--- src/design/pap_pkg.sv ---
package pap_pkg;

    typedef enum logic [1:0] {
        K_ASN  = 2'd0,
        K_RAW  = 2'd1,
        K_DONE = 2'd2
    } t_kind;

    typedef enum logic [2:0] {
        ST_OK     = 3'd0,
        ST_TRUNC  = 3'd1,
        ST_WKNOWN = 3'd2,
        ST_FLAGS  = 3'd3,
        ST_LEN    = 3'd4,
        ST_ORIGIN = 3'd5,
        ST_PATH   = 3'd6
    } t_status;

    typedef enum logic [4:0] {
        PH_FLAGS = 5'b00001,
        PH_TYPE  = 5'b00010,
        PH_LEN1  = 5'b00100,
        PH_LEN2  = 5'b01000,
        PH_VALUE = 5'b10000
    } t_phase;

    typedef enum logic [2:0] {
        SG_TYPE  = 3'b001,
        SG_COUNT = 3'b010,
        SG_ASN   = 3'b100
    } t_seg;

    localparam logic [7:0] T_ORIGIN  = 8'd1;
    localparam logic [7:0] T_ASPATH  = 8'd2;
    localparam logic [7:0] T_NEXTHOP = 8'd3;
    localparam logic [7:0] T_MED     = 8'd4;
    localparam logic [7:0] T_LPREF   = 8'd5;
    localparam logic [7:0] T_ATOMIC  = 8'd6;
    localparam logic [7:0] T_AGGR    = 8'd7;
    localparam logic [7:0] T_COMM    = 8'd8;
    localparam logic [7:0] T_AS4PATH = 8'd17;
    localparam logic [7:0] T_AS4AGGR = 8'd18;

    typedef struct packed {
        logic [1:0]  kind;
        logic [7:0]  attr_type;
        logic [3:0]  attr_flags;
        logic [2:0]  status;
        logic [7:0]  segment_type;
        logic [31:0] data;
        logic [31:0] agg_asn;
        logic [16:0] consumed;
        logic        run_end;
    } t_result;

    // Up to two results caused by one input beat.
    typedef struct packed {
        logic    two;
        t_result r0;
        t_result r1;
    } t_pair;

endpackage

--- src/design/pap_in_if.sv ---
interface pap_in_if;
    logic       valid;
    logic       ready;
    logic [7:0] in_byte;
    logic       in_last;
    modport source (output valid, output in_byte, output in_last, input ready);
    modport sink   (input valid, input in_byte, input in_last, output ready);
endinterface

--- src/design/pap_out_if.sv ---
interface pap_out_if;
    logic        valid;
    logic        ready;
    logic [1:0]  kind;
    logic [7:0]  attr_type;
    logic [3:0]  attr_flags;
    logic [2:0]  status;
    logic [7:0]  segment_type;
    logic [31:0] data;
    logic [31:0] agg_asn;
    logic [16:0] consumed;
    logic        run_end;
    modport source (output valid, output kind, output attr_type, output attr_flags,
                    output status, output segment_type, output data,
                    output agg_asn, output consumed, output run_end,
                    input ready);
    modport sink   (input valid, input kind, input attr_type, input attr_flags,
                    input status, input segment_type, input data,
                    input agg_asn, input consumed, input run_end,
                    output ready);
endinterface

--- src/design/pap_front.sv ---
module pap_front (
    input  logic              i_clk,
    input  logic              i_rst_n,
    input  logic              i_four_byte_as,
    input  logic              i_valid,
    input  logic [7:0]        i_byte,
    input  logic              i_last,
    input  logic              i_q_full,
    output logic              o_ready,
    output logic              o_push,
    output pap_pkg::t_pair    o_pair
);
    pap_pkg::t_phase r_phase, n_phase;
    logic [3:0]  r_flags, n_flags;
    logic [7:0]  r_type, n_type;
    logic [15:0] r_vlen, n_vlen;
    logic [15:0] r_vcnt, n_vcnt;
    pap_pkg::t_seg r_sph, n_sph;
    logic [7:0]  r_segt, n_segt;
    logic [10:0] r_sleft, n_sleft;
    logic [31:0] r_asm, n_asm;
    logic [31:0] r_sec, n_sec;
    logic [2:0]  r_pend, n_pend;
    logic        r_disc, n_disc;

    logic fire;
    assign o_ready = !i_q_full;
    assign fire    = i_valid && o_ready;

    function automatic logic fbad(input logic [3:0] f, input logic o, input logic t);
        return (f[3] != o) || (f[2] != t) || (f[1:0] != 2'b00);
    endfunction

    function automatic logic [2:0] fixchk(input logic [15:0] l, input logic [15:0] w,
                                          input logic [3:0] f, input logic o,
                                          input logic t);
        if (l < w) return pap_pkg::ST_TRUNC;
        if (l != w) return pap_pkg::ST_LEN;
        return fbad(f, o, t) ? pap_pkg::ST_FLAGS : pap_pkg::ST_OK;
    endfunction

    function automatic logic [2:0] hstat(input logic [7:0] ty, input logic [3:0] f,
                                         input logic [15:0] l, input logic fb);
        unique case (ty)
            pap_pkg::T_ORIGIN:  return fixchk(l, 16'd1, f, 1'b0, 1'b1);
            pap_pkg::T_ASPATH:  return fbad(f, 1'b0, 1'b1) ? pap_pkg::ST_FLAGS : pap_pkg::ST_OK;
            pap_pkg::T_NEXTHOP: return fixchk(l, 16'd4, f, 1'b0, 1'b1);
            pap_pkg::T_MED:     return fixchk(l, 16'd4, f, 1'b1, 1'b0);
            pap_pkg::T_LPREF:   return fixchk(l, 16'd4, f, 1'b0, 1'b0);
            pap_pkg::T_ATOMIC:  return (l != 16'd0) ? pap_pkg::ST_LEN :
                                       (fbad(f, 1'b0, 1'b0) ? pap_pkg::ST_FLAGS : pap_pkg::ST_OK);
            pap_pkg::T_AGGR:    return fixchk(l, fb ? 16'd8 : 16'd6, f, 1'b1, 1'b1);
            pap_pkg::T_COMM:    return fixchk(l, 16'd4, f, 1'b1, 1'b1);
            pap_pkg::T_AS4PATH: return fbad(f, 1'b1, 1'b1) ? pap_pkg::ST_FLAGS : pap_pkg::ST_OK;
            pap_pkg::T_AS4AGGR: return fixchk(l, 16'd8, f, 1'b1, 1'b1);
            default: begin
                if (!f[3] && f[2]) return pap_pkg::ST_WKNOWN;
                if (f[3] && !f[2] && f[1]) return pap_pkg::ST_FLAGS;
                return pap_pkg::ST_OK;
            end
        endcase
    endfunction

    function automatic logic hasval(input logic [7:0] t);
        return t == pap_pkg::T_ORIGIN || t == pap_pkg::T_NEXTHOP || t == pap_pkg::T_MED ||
               t == pap_pkg::T_LPREF || t == pap_pkg::T_AGGR || t == pap_pkg::T_COMM ||
               t == pap_pkg::T_AS4AGGR;
    endfunction

    function automatic pap_pkg::t_result mk(input logic [1:0] k, input logic [7:0] ty,
                                            input logic [3:0] f, input logic [2:0] s,
                                            input logic [7:0] sg, input logic [31:0] d,
                                            input logic [31:0] a, input logic [16:0] c);
        pap_pkg::t_result r;
        r.kind = k; r.attr_type = ty; r.attr_flags = f; r.status = s;
        r.segment_type = sg; r.data = d; r.agg_asn = a; r.consumed = c;
        r.run_end = 1'b0;
        return r;
    endfunction

    logic            is_path, known, sz4;
    logic [2:0]      hs;
    logic [15:0]     len_now;
    logic [16:0]     hl;
    logic [16:0]     alen, vsum;
    logic [15:0]     cnt1;
    logic [31:0]     asm_sh;
    logic [10:0]     sl1;
    logic            mod0;
    logic [1:0]      nres;
    pap_pkg::t_result res [2];

    always_comb begin
        n_phase = r_phase; n_flags = r_flags; n_type = r_type; n_vlen = r_vlen;
        n_vcnt = r_vcnt; n_sph = r_sph; n_segt = r_segt; n_sleft = r_sleft;
        n_asm = r_asm; n_sec = r_sec; n_pend = r_pend; n_disc = r_disc;
        nres = 2'd0;
        res[0] = '0; res[1] = '0;
        is_path = (r_type == pap_pkg::T_ASPATH) || (r_type == pap_pkg::T_AS4PATH);
        known = is_path || r_type == pap_pkg::T_ATOMIC || hasval(r_type);
        sz4 = (r_type == pap_pkg::T_AS4PATH) || i_four_byte_as;
        hl = {15'd0, 2'd3} + {16'd0, r_flags[0]};
        len_now = (r_phase == pap_pkg::PH_LEN2) ? (r_vlen | {8'd0, i_byte}) : {8'd0, i_byte};
        hs = hstat(r_type, r_flags, len_now, i_four_byte_as);
        cnt1 = r_vcnt + 16'd1;
        alen = sz4 ? {7'd0, i_byte, 2'b00} : {8'd0, i_byte, 1'b0};
        vsum = {1'b0, cnt1} + alen;
        asm_sh = {r_asm[23:0], i_byte};
        sl1 = r_sleft - 11'd1;
        mod0 = sz4 ? (sl1[1:0] == 2'b00) : !sl1[0];
        if (fire) begin
            if (r_disc) begin
                if (i_last) begin
                    n_disc = 1'b0; n_phase = pap_pkg::PH_FLAGS;
                end
            end else begin
                unique case (r_phase) inside
                    pap_pkg::PH_FLAGS: begin
                        n_flags = i_byte[7:4];
                        n_type = '0; n_vlen = '0; n_vcnt = '0; n_pend = pap_pkg::ST_OK;
                        n_asm = '0; n_sec = '0; n_sph = pap_pkg::SG_TYPE; n_segt = '0;
                        n_sleft = '0;
                        if (i_last) begin
                            res[0] = mk(pap_pkg::K_DONE, 8'd0, i_byte[7:4], pap_pkg::ST_TRUNC,
                                        8'd0, 32'd0, 32'd0, 17'd1);
                            nres = 2'd1;
                        end else n_phase = pap_pkg::PH_TYPE;
                    end
                    pap_pkg::PH_TYPE: begin
                        n_type = i_byte;
                        if (i_last) begin
                            res[0] = mk(pap_pkg::K_DONE, i_byte, r_flags, pap_pkg::ST_TRUNC,
                                        8'd0, 32'd0, 32'd0, 17'd2);
                            nres = 2'd1; n_phase = pap_pkg::PH_FLAGS;
                        end else n_phase = pap_pkg::PH_LEN1;
                    end
                    pap_pkg::PH_LEN1, pap_pkg::PH_LEN2: begin
                        if (r_phase == pap_pkg::PH_LEN1 && r_flags[0]) begin
                            n_vlen = {i_byte, 8'd0};
                            if (i_last) begin
                                res[0] = mk(pap_pkg::K_DONE, r_type, r_flags,
                                            pap_pkg::ST_TRUNC, 8'd0, 32'd0, 32'd0, 17'd3);
                                nres = 2'd1; n_phase = pap_pkg::PH_FLAGS;
                            end else n_phase = pap_pkg::PH_LEN2;
                        end else begin
                            n_vlen = len_now;
                            n_pend = hs; n_phase = pap_pkg::PH_VALUE;
                            n_sph = pap_pkg::SG_TYPE;
                            if (len_now == 16'd0 || i_last) begin
                                res[0] = mk(pap_pkg::K_DONE, r_type, r_flags,
                                            (len_now == 16'd0) ? hs : pap_pkg::ST_TRUNC,
                                            8'd0,
                                            (len_now == 16'd0 && hs == pap_pkg::ST_OK &&
                                             hasval(r_type)) ? r_asm : 32'd0,
                                            (len_now == 16'd0 && hs == pap_pkg::ST_OK &&
                                             (r_type == pap_pkg::T_AGGR ||
                                              r_type == pap_pkg::T_AS4AGGR)) ? r_sec : 32'd0,
                                            hl);
                                nres = 2'd1; n_phase = pap_pkg::PH_FLAGS;
                                if (((len_now == 16'd0) ? hs : pap_pkg::ST_TRUNC)
                                    != pap_pkg::ST_OK && !i_last) n_disc = 1'b1;
                            end
                        end
                    end
                    default: begin
                        n_vcnt = cnt1;
                        if (r_pend == pap_pkg::ST_OK) begin
                            if (is_path) begin
                                unique case (r_sph)
                                    pap_pkg::SG_COUNT: begin
                                        if (vsum > {1'b0, r_vlen})
                                            n_pend = pap_pkg::ST_PATH;
                                        else if (i_byte == 8'd0) n_sph = pap_pkg::SG_TYPE;
                                        else begin
                                            n_sleft = alen[10:0]; n_sph = pap_pkg::SG_ASN;
                                            n_asm = '0;
                                        end
                                    end
                                    pap_pkg::SG_ASN: begin
                                        n_asm = asm_sh; n_sleft = sl1;
                                        if (mod0) begin
                                            res[0] = mk(pap_pkg::K_ASN, r_type, r_flags,
                                                        pap_pkg::ST_OK, r_segt, asm_sh,
                                                        32'd0, 17'd0);
                                            nres = 2'd1; n_asm = '0;
                                        end
                                        if (sl1 == 11'd0) n_sph = pap_pkg::SG_TYPE;
                                    end
                                    default: begin
                                        if (r_vlen - (cnt1 - 16'd1) < 16'd3)
                                            n_pend = pap_pkg::ST_PATH;
                                        else begin
                                            n_segt = i_byte; n_sph = pap_pkg::SG_COUNT;
                                        end
                                    end
                                endcase
                            end else if (known) begin
                                n_asm = asm_sh;
                                if (r_type == pap_pkg::T_ORIGIN && i_byte > 8'd2)
                                    n_pend = pap_pkg::ST_ORIGIN;
                                if ((r_type == pap_pkg::T_AGGR &&
                                     cnt1 == (i_four_byte_as ? 16'd4 : 16'd2)) ||
                                    (r_type == pap_pkg::T_AS4AGGR && cnt1 == 16'd4)) begin
                                    n_sec = asm_sh; n_asm = '0;
                                end
                            end else begin
                                res[0] = mk(pap_pkg::K_RAW, r_type, r_flags, pap_pkg::ST_OK,
                                            8'd0, {24'd0, i_byte}, 32'd0, 17'd0);
                                nres = 2'd1;
                            end
                        end
                        if (cnt1 >= r_vlen || i_last) begin
                            res[nres[0]] = mk(pap_pkg::K_DONE, r_type, r_flags,
                                (cnt1 >= r_vlen) ? n_pend : pap_pkg::ST_TRUNC, 8'd0,
                                ((cnt1 >= r_vlen) && n_pend == pap_pkg::ST_OK && hasval(r_type))
                                    ? n_asm : 32'd0,
                                ((cnt1 >= r_vlen) && n_pend == pap_pkg::ST_OK &&
                                 (r_type == pap_pkg::T_AGGR || r_type == pap_pkg::T_AS4AGGR))
                                    ? n_sec : 32'd0,
                                hl + {1'b0, cnt1});
                            if (((cnt1 >= r_vlen) ? n_pend : pap_pkg::ST_TRUNC)
                                != pap_pkg::ST_OK && !i_last) n_disc = 1'b1;
                            nres = nres + 2'd1; n_phase = pap_pkg::PH_FLAGS;
                        end
                    end
                endcase
            end
        end
        if (nres == 2'd2) res[1].run_end = 1'b1;
        else res[0].run_end = 1'b1;
        o_push = fire && (nres != 2'd0);
        o_pair.two = (nres == 2'd2);
        o_pair.r0 = res[0];
        o_pair.r1 = res[1];
    end

    always_ff @(posedge i_clk) begin
        if (!i_rst_n) begin
            r_phase <= pap_pkg::PH_FLAGS; r_flags <= '0; r_type <= '0; r_vlen <= '0;
            r_vcnt <= '0; r_sph <= pap_pkg::SG_TYPE; r_segt <= '0; r_sleft <= '0;
            r_asm <= '0; r_sec <= '0; r_pend <= pap_pkg::ST_OK; r_disc <= 1'b0;
        end else begin
            r_phase <= n_phase; r_flags <= n_flags; r_type <= n_type; r_vlen <= n_vlen;
            r_vcnt <= n_vcnt; r_sph <= n_sph; r_segt <= n_segt; r_sleft <= n_sleft;
            r_asm <= n_asm; r_sec <= n_sec; r_pend <= n_pend; r_disc <= n_disc;
        end
    end
endmodule

--- src/design/pap_queue.sv ---
module pap_queue (
    input  logic           i_clk,
    input  logic           i_rst_n,
    input  logic           i_push,
    input  pap_pkg::t_pair i_pair,
    output logic           o_full,
    output logic           o_valid,
    output pap_pkg::t_result o_res,
    input  logic           i_ready
);
    localparam int DEPTH = 4;
    pap_pkg::t_pair r_mem [DEPTH];
    logic [1:0] r_wp, r_rp;
    logic [2:0] r_cnt;
    logic       r_sub;
    logic       pop, pop_entry;

    assign o_valid = (r_cnt != 3'd0);
    assign o_full  = (r_cnt == 3'(DEPTH));
    assign o_res   = r_sub ? r_mem[r_rp].r1 : r_mem[r_rp].r0;
    assign pop       = o_valid && i_ready;
    assign pop_entry = pop && (r_sub || !r_mem[r_rp].two);

    always_ff @(posedge i_clk) begin
        if (i_push && !o_full) r_mem[r_wp] <= i_pair;
    end

    always_ff @(posedge i_clk) begin
        if (!i_rst_n) begin
            r_wp <= '0; r_rp <= '0; r_cnt <= '0; r_sub <= 1'b0;
        end else begin
            if (i_push && !o_full) r_wp <= r_wp + 2'd1;
            if (pop_entry) begin
                r_rp <= r_rp + 2'd1; r_sub <= 1'b0;
            end else if (pop) r_sub <= 1'b1;
            r_cnt <= r_cnt + {2'd0, (i_push && !o_full)} - {2'd0, pop_entry};
        end
    end
endmodule

--- src/design/path_attribute_parser.sv ---
// channel | dir | payload
// i_in    | in  | in_byte, in_last
// o_out   | out | kind .. run_end
// One byte accepted per cycle while the queue is not full; the front
// decodes it and pushes up to two results, sharing one entry, into a
// 4-entry queue. A result shows on o_out once those ahead have drained.
// The back drains one result per cycle while o_out.ready is high.
// Sync active-low reset clears state and queue; four_byte_as resets to 0.
// In-ready drops only when the queue is full.
module path_attribute_parser (
    input  logic    i_clk,
    input  logic    i_rst_n,
    input  logic    i_cfg_we,
    input  logic    i_cfg_wdata,
    pap_in_if.sink  i_in,
    pap_out_if.source o_out
);
    logic r_fba;
    logic q_full, push;
    pap_pkg::t_pair pair;
    pap_pkg::t_result res;

    always_ff @(posedge i_clk) begin
        if (!i_rst_n) r_fba <= 1'b0;
        else if (i_cfg_we) r_fba <= i_cfg_wdata;
    end

    pap_front u_front (
        .i_clk(i_clk), .i_rst_n(i_rst_n), .i_four_byte_as(r_fba),
        .i_valid(i_in.valid), .i_byte(i_in.in_byte), .i_last(i_in.in_last),
        .i_q_full(q_full), .o_ready(i_in.ready), .o_push(push), .o_pair(pair)
    );

    pap_queue u_queue (
        .i_clk(i_clk), .i_rst_n(i_rst_n), .i_push(push), .i_pair(pair),
        .o_full(q_full), .o_valid(o_out.valid), .o_res(res), .i_ready(o_out.ready)
    );

    assign o_out.kind           = res.kind;
    assign o_out.attr_type      = res.attr_type;
    assign o_out.attr_flags     = res.attr_flags;
    assign o_out.status         = res.status;
    assign o_out.segment_type   = res.segment_type;
    assign o_out.data           = res.data;
    assign o_out.agg_asn        = res.agg_asn;
    assign o_out.consumed       = res.consumed;
    assign o_out.run_end        = res.run_end;

    a_no_push_full: assert property (@(posedge i_clk) disable iff (!i_rst_n)
        q_full |-> !i_in.ready) else $error("accept while queue full");
    a_done_ends: assert property (@(posedge i_clk) disable iff (!i_rst_n)
        (o_out.valid && o_out.kind == pap_pkg::K_DONE) |-> o_out.run_end)
        else $error("done not last");
    a_asn_ok: assert property (@(posedge i_clk) disable iff (!i_rst_n)
        (o_out.valid && o_out.kind != pap_pkg::K_DONE) |-> o_out.status == pap_pkg::ST_OK)
        else $error("status on non-done");
endmodule
--- src/flat_wrapper.sv ---
// flat-port wrapper written by rule: the top's interface ports become plain ports
module path_attribute_parser_flat 
  (i_clk, i_rst_n, i_cfg_we, i_cfg_wdata, i_in_valid, i_in_in_byte, i_in_in_last, i_in_ready, o_out_valid, o_out_kind, o_out_attr_type, o_out_attr_flags, o_out_status, o_out_segment_type, o_out_data, o_out_agg_asn, o_out_consumed, o_out_run_end, o_out_ready);
  pap_in_if i_in_i ();
  pap_out_if o_out_i ();
  input  logic i_clk;
  input  logic i_rst_n;
  input  logic i_cfg_we;
  input  logic i_cfg_wdata;
  input wire logic [$bits(i_in_i.valid)-1:0] i_in_valid;
  input wire logic [$bits(i_in_i.in_byte)-1:0] i_in_in_byte;
  input wire logic [$bits(i_in_i.in_last)-1:0] i_in_in_last;
  output wire logic [$bits(i_in_i.ready)-1:0] i_in_ready;
  output wire logic [$bits(o_out_i.valid)-1:0] o_out_valid;
  output wire logic [$bits(o_out_i.kind)-1:0] o_out_kind;
  output wire logic [$bits(o_out_i.attr_type)-1:0] o_out_attr_type;
  output wire logic [$bits(o_out_i.attr_flags)-1:0] o_out_attr_flags;
  output wire logic [$bits(o_out_i.status)-1:0] o_out_status;
  output wire logic [$bits(o_out_i.segment_type)-1:0] o_out_segment_type;
  output wire logic [$bits(o_out_i.data)-1:0] o_out_data;
  output wire logic [$bits(o_out_i.agg_asn)-1:0] o_out_agg_asn;
  output wire logic [$bits(o_out_i.consumed)-1:0] o_out_consumed;
  output wire logic [$bits(o_out_i.run_end)-1:0] o_out_run_end;
  input wire logic [$bits(o_out_i.ready)-1:0] o_out_ready;
  assign i_in_i.valid = i_in_valid;
  assign i_in_i.in_byte = i_in_in_byte;
  assign i_in_i.in_last = i_in_in_last;
  assign i_in_ready = i_in_i.ready;
  assign o_out_valid = o_out_i.valid;
  assign o_out_kind = o_out_i.kind;
  assign o_out_attr_type = o_out_i.attr_type;
  assign o_out_attr_flags = o_out_i.attr_flags;
  assign o_out_status = o_out_i.status;
  assign o_out_segment_type = o_out_i.segment_type;
  assign o_out_data = o_out_i.data;
  assign o_out_agg_asn = o_out_i.agg_asn;
  assign o_out_consumed = o_out_i.consumed;
  assign o_out_run_end = o_out_i.run_end;
  assign o_out_i.ready = o_out_ready;
  path_attribute_parser u_core (.i_clk(i_clk), .i_rst_n(i_rst_n), .i_cfg_we(i_cfg_we), .i_cfg_wdata(i_cfg_wdata), .i_in(i_in_i), .o_out(o_out_i));
endmodule
--- config.mk ---
export PLATFORM = sky130hd
export DESIGN_NAME = path_attribute_parser_flat
export DESIGN_NICKNAME = d
export VERILOG_FILES = /design/src/design/pap_pkg.sv /design/src/design/pap_in_if.sv /design/src/design/pap_out_if.sv /design/src/design/pap_front.sv /design/src/design/pap_queue.sv /design/src/design/path_attribute_parser.sv /design/src/flat_wrapper.sv
export SDC_FILE = /design/constraint.sdc
export NUM_CORES = 1
export LEC_CHECK = 0
export ABC_AREA = 1
export CORE_UTILIZATION = 60
export CTS_BUF_LIST = sky130_fd_sc_hd__clkbuf_2 sky130_fd_sc_hd__clkbuf_4 sky130_fd_sc_hd__clkbuf_8
export DETAILED_ROUTE_END_ITERATION = 7
export DONT_BUFFER_PORTS = 1
export GPL_ROUTABILITY_DRIVEN = 0
export GPL_TIMING_DRIVEN = 1
export PLACE_DENSITY_LB_ADDON = 0.12
export REMOVE_ABC_BUFFERS = 1
export SYNTH_ARGS = -nofsm -noshare
export SYNTH_HDL_FRONTEND = slang
export SYNTH_SLANG_ARGS = --single-unit
--- constraint.sdc ---
create_clock -name i_clk -period 23 [get_ports i_clk]
set_input_delay 4.6 -clock i_clk [delete_from_list [all_inputs] [get_ports i_clk]]
set_output_delay 4.6 -clock i_clk [all_outputs]
set_load 0.005 [all_outputs]
==> impl_metrics.csv <==
group,metric,value,unit
layout,final_layout_size_suffix_gt1_share,8.00,%
global_route,grt_first_pass_wirelength,198000,um
worst_setup_path,start_kind,"primary input",
run,maxCapViolCount,0,
drt,total_routed_wirelength,130000,um
sta,fin_ws,13.72,ns
run_status,failed_checks,"DRC",
worst_setup_path,cpPeakStageDelay,0.77,ns
placement,placed_cell_area,48300,sq um
run_status,status,"complete, but fails checks",
sta,max_slew.worst_pin.slew,1.11,ns
global_route,maximum_number_of_pins_on_one_net_before_global_route_repair,170,
clocking,buffers_inserted_during_post_cts_setup_optimization,0,
clocking,ctsRootBufferMaster,"clkbuf_8",
drt,drt_pass1_iterations,8,
clocking,cts.sink_count,970,
die,fp.dieH,281,um
drt,drtAntennaViolNets,0,
placement,port-buffer-count,0,
yosys,number_of_enable_flip_flop_cells_after_synthesis,820,
drt,via_to_cell_ratio,5.92,
die,area_of_the_die,79000,sq um
sta,fin_worst_skew,0.0314,ns
die,fp-row-count,101,
yosys,library_cell_with_the_highest_instance_count_after_synthesis,"nor2_1",
yosys,synth-async-reset-ratio,0,%
yosys,synth.largest_area_cell,"edfxtp_1",
sta,total_count_of_max_transition_violations_in_the_final_report,0,
drt,drt-initial-drc-count,4682,
clocking,postCtsHoldBufs,0,
clocking,clock_tree.buffer_depth,3,
worst_setup_path,path_max_fanout,32,
yosys,synth-seq-cells,970,
worst_setup_path,critical_path_s_slowest_cell,"nor2_4",
power,power.density_cell_area,130,nW/um^2
layout,multi_input_area,17800,sq um
yosys,synth_seq_area_share,59.1,%
yosys,yosys.area.top_type_share,52.7,%
drt,routed-via-count,37200,
die,io_pins,124,
die,design.core.area,76500,sq um
global_route,grt_util_all_layers,32.7,%
layout,area_grow_syn2layout,10.1,%
sta,finalWorstPathRequiredPeriod,9.28,ns
clocking,number_of_levels_the_h_tree_was_split_into,4,
placement,placement.setup.worst_slack,13.07,ns
yosys,yosysWarningCount,0,
layout,stdcell_area,51500,sq um
sta,timing_limited_maximum_frequency,108,MHz
yosys,netlist_top_cells_area,"edfxtp_1 (53%), nor2_1 (8.3%), dfxtp_1 (6.4%)",
placement,placed_cells_incl_taps,5991,
worst_hold_path,hp-class,"reg -> reg",
clocking,cts_inserted_buffers,157,
drt,detail_route.wl_per_cell,20.7,um
clocking,clk_latency,0.83,ns
sta,hold_violations,0,
sta,final_clock_period_utilization_by_the_worst_path,40.4,%
worst_setup_path,critPathKind,"in -> reg",
placement,place_hpwl,77800,um
power,leakage,0.0188,uW
yosys,synth_top_flop_cell,"edfxtp_1",
global_route,initial_antenna_violation_count,4,
die,starting_utilization_of_the_core_area,61.1,%
worst_setup_path,required_time_of_the_critical_path,23.59,ns
layout,num-fill-cells,6087,
layout,final_cells,6282,
sta,timing.slew.headroom,25.7,%
layout,sequential_cell_area,27600,sq um
yosys,netlist_area,46700,sq um
worst_setup_path,arrival_time_of_data_at_the_critical_path_endpoint,9.87,ns
sta,setup_repair_after_global_routing_missed_its_margin,"no",
worst_setup_path,crit_top_cell,"nand2_1",
yosys,synth.cells.most_frequent,"nor2_1 (1,031), edfxtp_1 (820), nand2_1 (679)",
clocking,clk_transition_reported_paths,0.06,ns
power,vdd_ir_max,0.123,mV
sta,setup-tns-final,0,ns
clocking,cts_tree,"built",
worst_setup_path,kind_of_end_point_of_the_critical_path,"flop",
drt,drc,9,
clocking,post_cts_resize_count,0,
yosys,postSynthCellCount,4953,
yosys,yosysUniqueCellTypes,59,
sta,report.final.setup_viol,0,
layout,nNetsFinal,5225,
global_route,grt.overflow.total,0,
die,die_w,281,um
yosys,avgSynthCellArea,9.44,sq um
global_route,first_global_vias,35000,
[registers in the layout, indices dropped and copies added, names as in the netlist, named ones only]
register	count
u_core.u_front.r_vcnt	16
u_core.r_fba	1
u_core.u_queue.r_sub	1
u_core.u_front.r_segt	8
u_core.u_front.r_pend	3
u_core.u_front.r_phase	5
u_core.u_queue.r_rp	2
u_core.u_front.r_flags	4
u_core.u_front.r_asm	32
u_core.u_front.r_sec	32
u_core.u_queue.r_wp	2
u_core.u_front.r_sph	3
u_core.u_queue.r_cnt	3
u_core.u_front.r_vlen	16
u_core.u_front.r_sleft	11
u_core.u_front.r_disc	1
u_core.u_queue.r_mem	820
u_core.u_front.r_type	8
[power by group]
part | total (uW) | switching [uW] | internal (uW)
clock network | 1510 | 682 | 830
registers | 2660 | 128 | 2530
logic | 2500 | 1880 | 618
[cells in the final DEF, fill, tap and decap left out, types with 48 or more instances in the layout]
cell type,instances
o21ai_0,529
ha_1,85
o21a_1,67
nor3_1,70
nand2_1,679
a31oi_1,104
clkbuf_4,83
conb_1,264
buf_4,48
edfxtp_1,820
clkbuf_8,169
dfxtp_1,148
a21oi_1,261
inv_1,257
nor2_1,1023
o22ai_1,105
nand3_1,174
[area by class of cell]
cell class	count	area share, %
diodes	1	0.00486
clock buffers	252	5.73
clock inverters	38	0.537
inverters	281	2.09
multi-input cells	3659	34.6
flip-flops and latches	970	53.7
well taps	1030	2.50
repair buffers	51	0.816
[worst max-delay path: cells and delay by family]
kind	cells	cell delay (ns)
and+or+nand+nor	16	2.05
AOI/OAI and AO/OA	8	1.95
adders and majority gates	2	0.70
buffers and inverters	4	0.37
xor gates and xnor gates	1	0.14
[cell families (layout without fill, tap and decap cells)]
kind of cell    Yosys count  after routing  share of synthesized area [%]
simple gates           2027           2027                           17.6
xor+xnor                 46             46                          0.878
other cells               1            265                        0.00802
fa+ha+maj                90             90                           2.49
compound gates         1232           1232                           15.0
buf+inv                 587            622                           5.00
flops                   970            970                           59.1
[path summary, 6_finish.rpt]
check	startpoint	slack, ns	endpoint	cells after the start
hold reg to reg	u_core.u_queue.r_rp[1]$_SDFFE_PN0P_	0.46	flop	2
setup reg to reg	u_core.u_front.r_vcnt[0]$_SDFFE_PN0P_	15.75	u_core.u_queue.r_mem[1][187]$_DFFE_PP_	22
hold / removal	u_core.u_queue.r_rp[1]$_SDFFE_PN0P_	0.46	flop	2
setup / recovery	i_in_in_byte[1]	13.72	u_core.u_queue.r_mem[1][182]$_DFFE_PP_	31
[metrics by stage]
step / hold slack, ns / power (uW) / utilization, %
after floorplan: 0.436 / 4450 / -
after global placement: 0.443 / 5110 / 63.1
after detailed placement: 0.449 / 5150 / 63.1
after CTS: 0.458 / 6650 / 67.3
after global routing: 0.486 / 7030 / 67.3
final: 0.459 / 6670 / 67.3
[per-layer routing]
| layer | GRT usage, % | up-vias | part of all wire [%] |
|---|---|---|---|
| li1 | - | 17300 | - |
| met1 | 43.7 | 17500 | 40 |
| met2 | 51.3 | 2049 | 46 |
| met3 | 8.01 | 334 | 11 |
| met4 | 13.4 | 4 | 3.4 |
| met5 | 0 | - | 0.017 |
(Power assumes the default switching activity.)
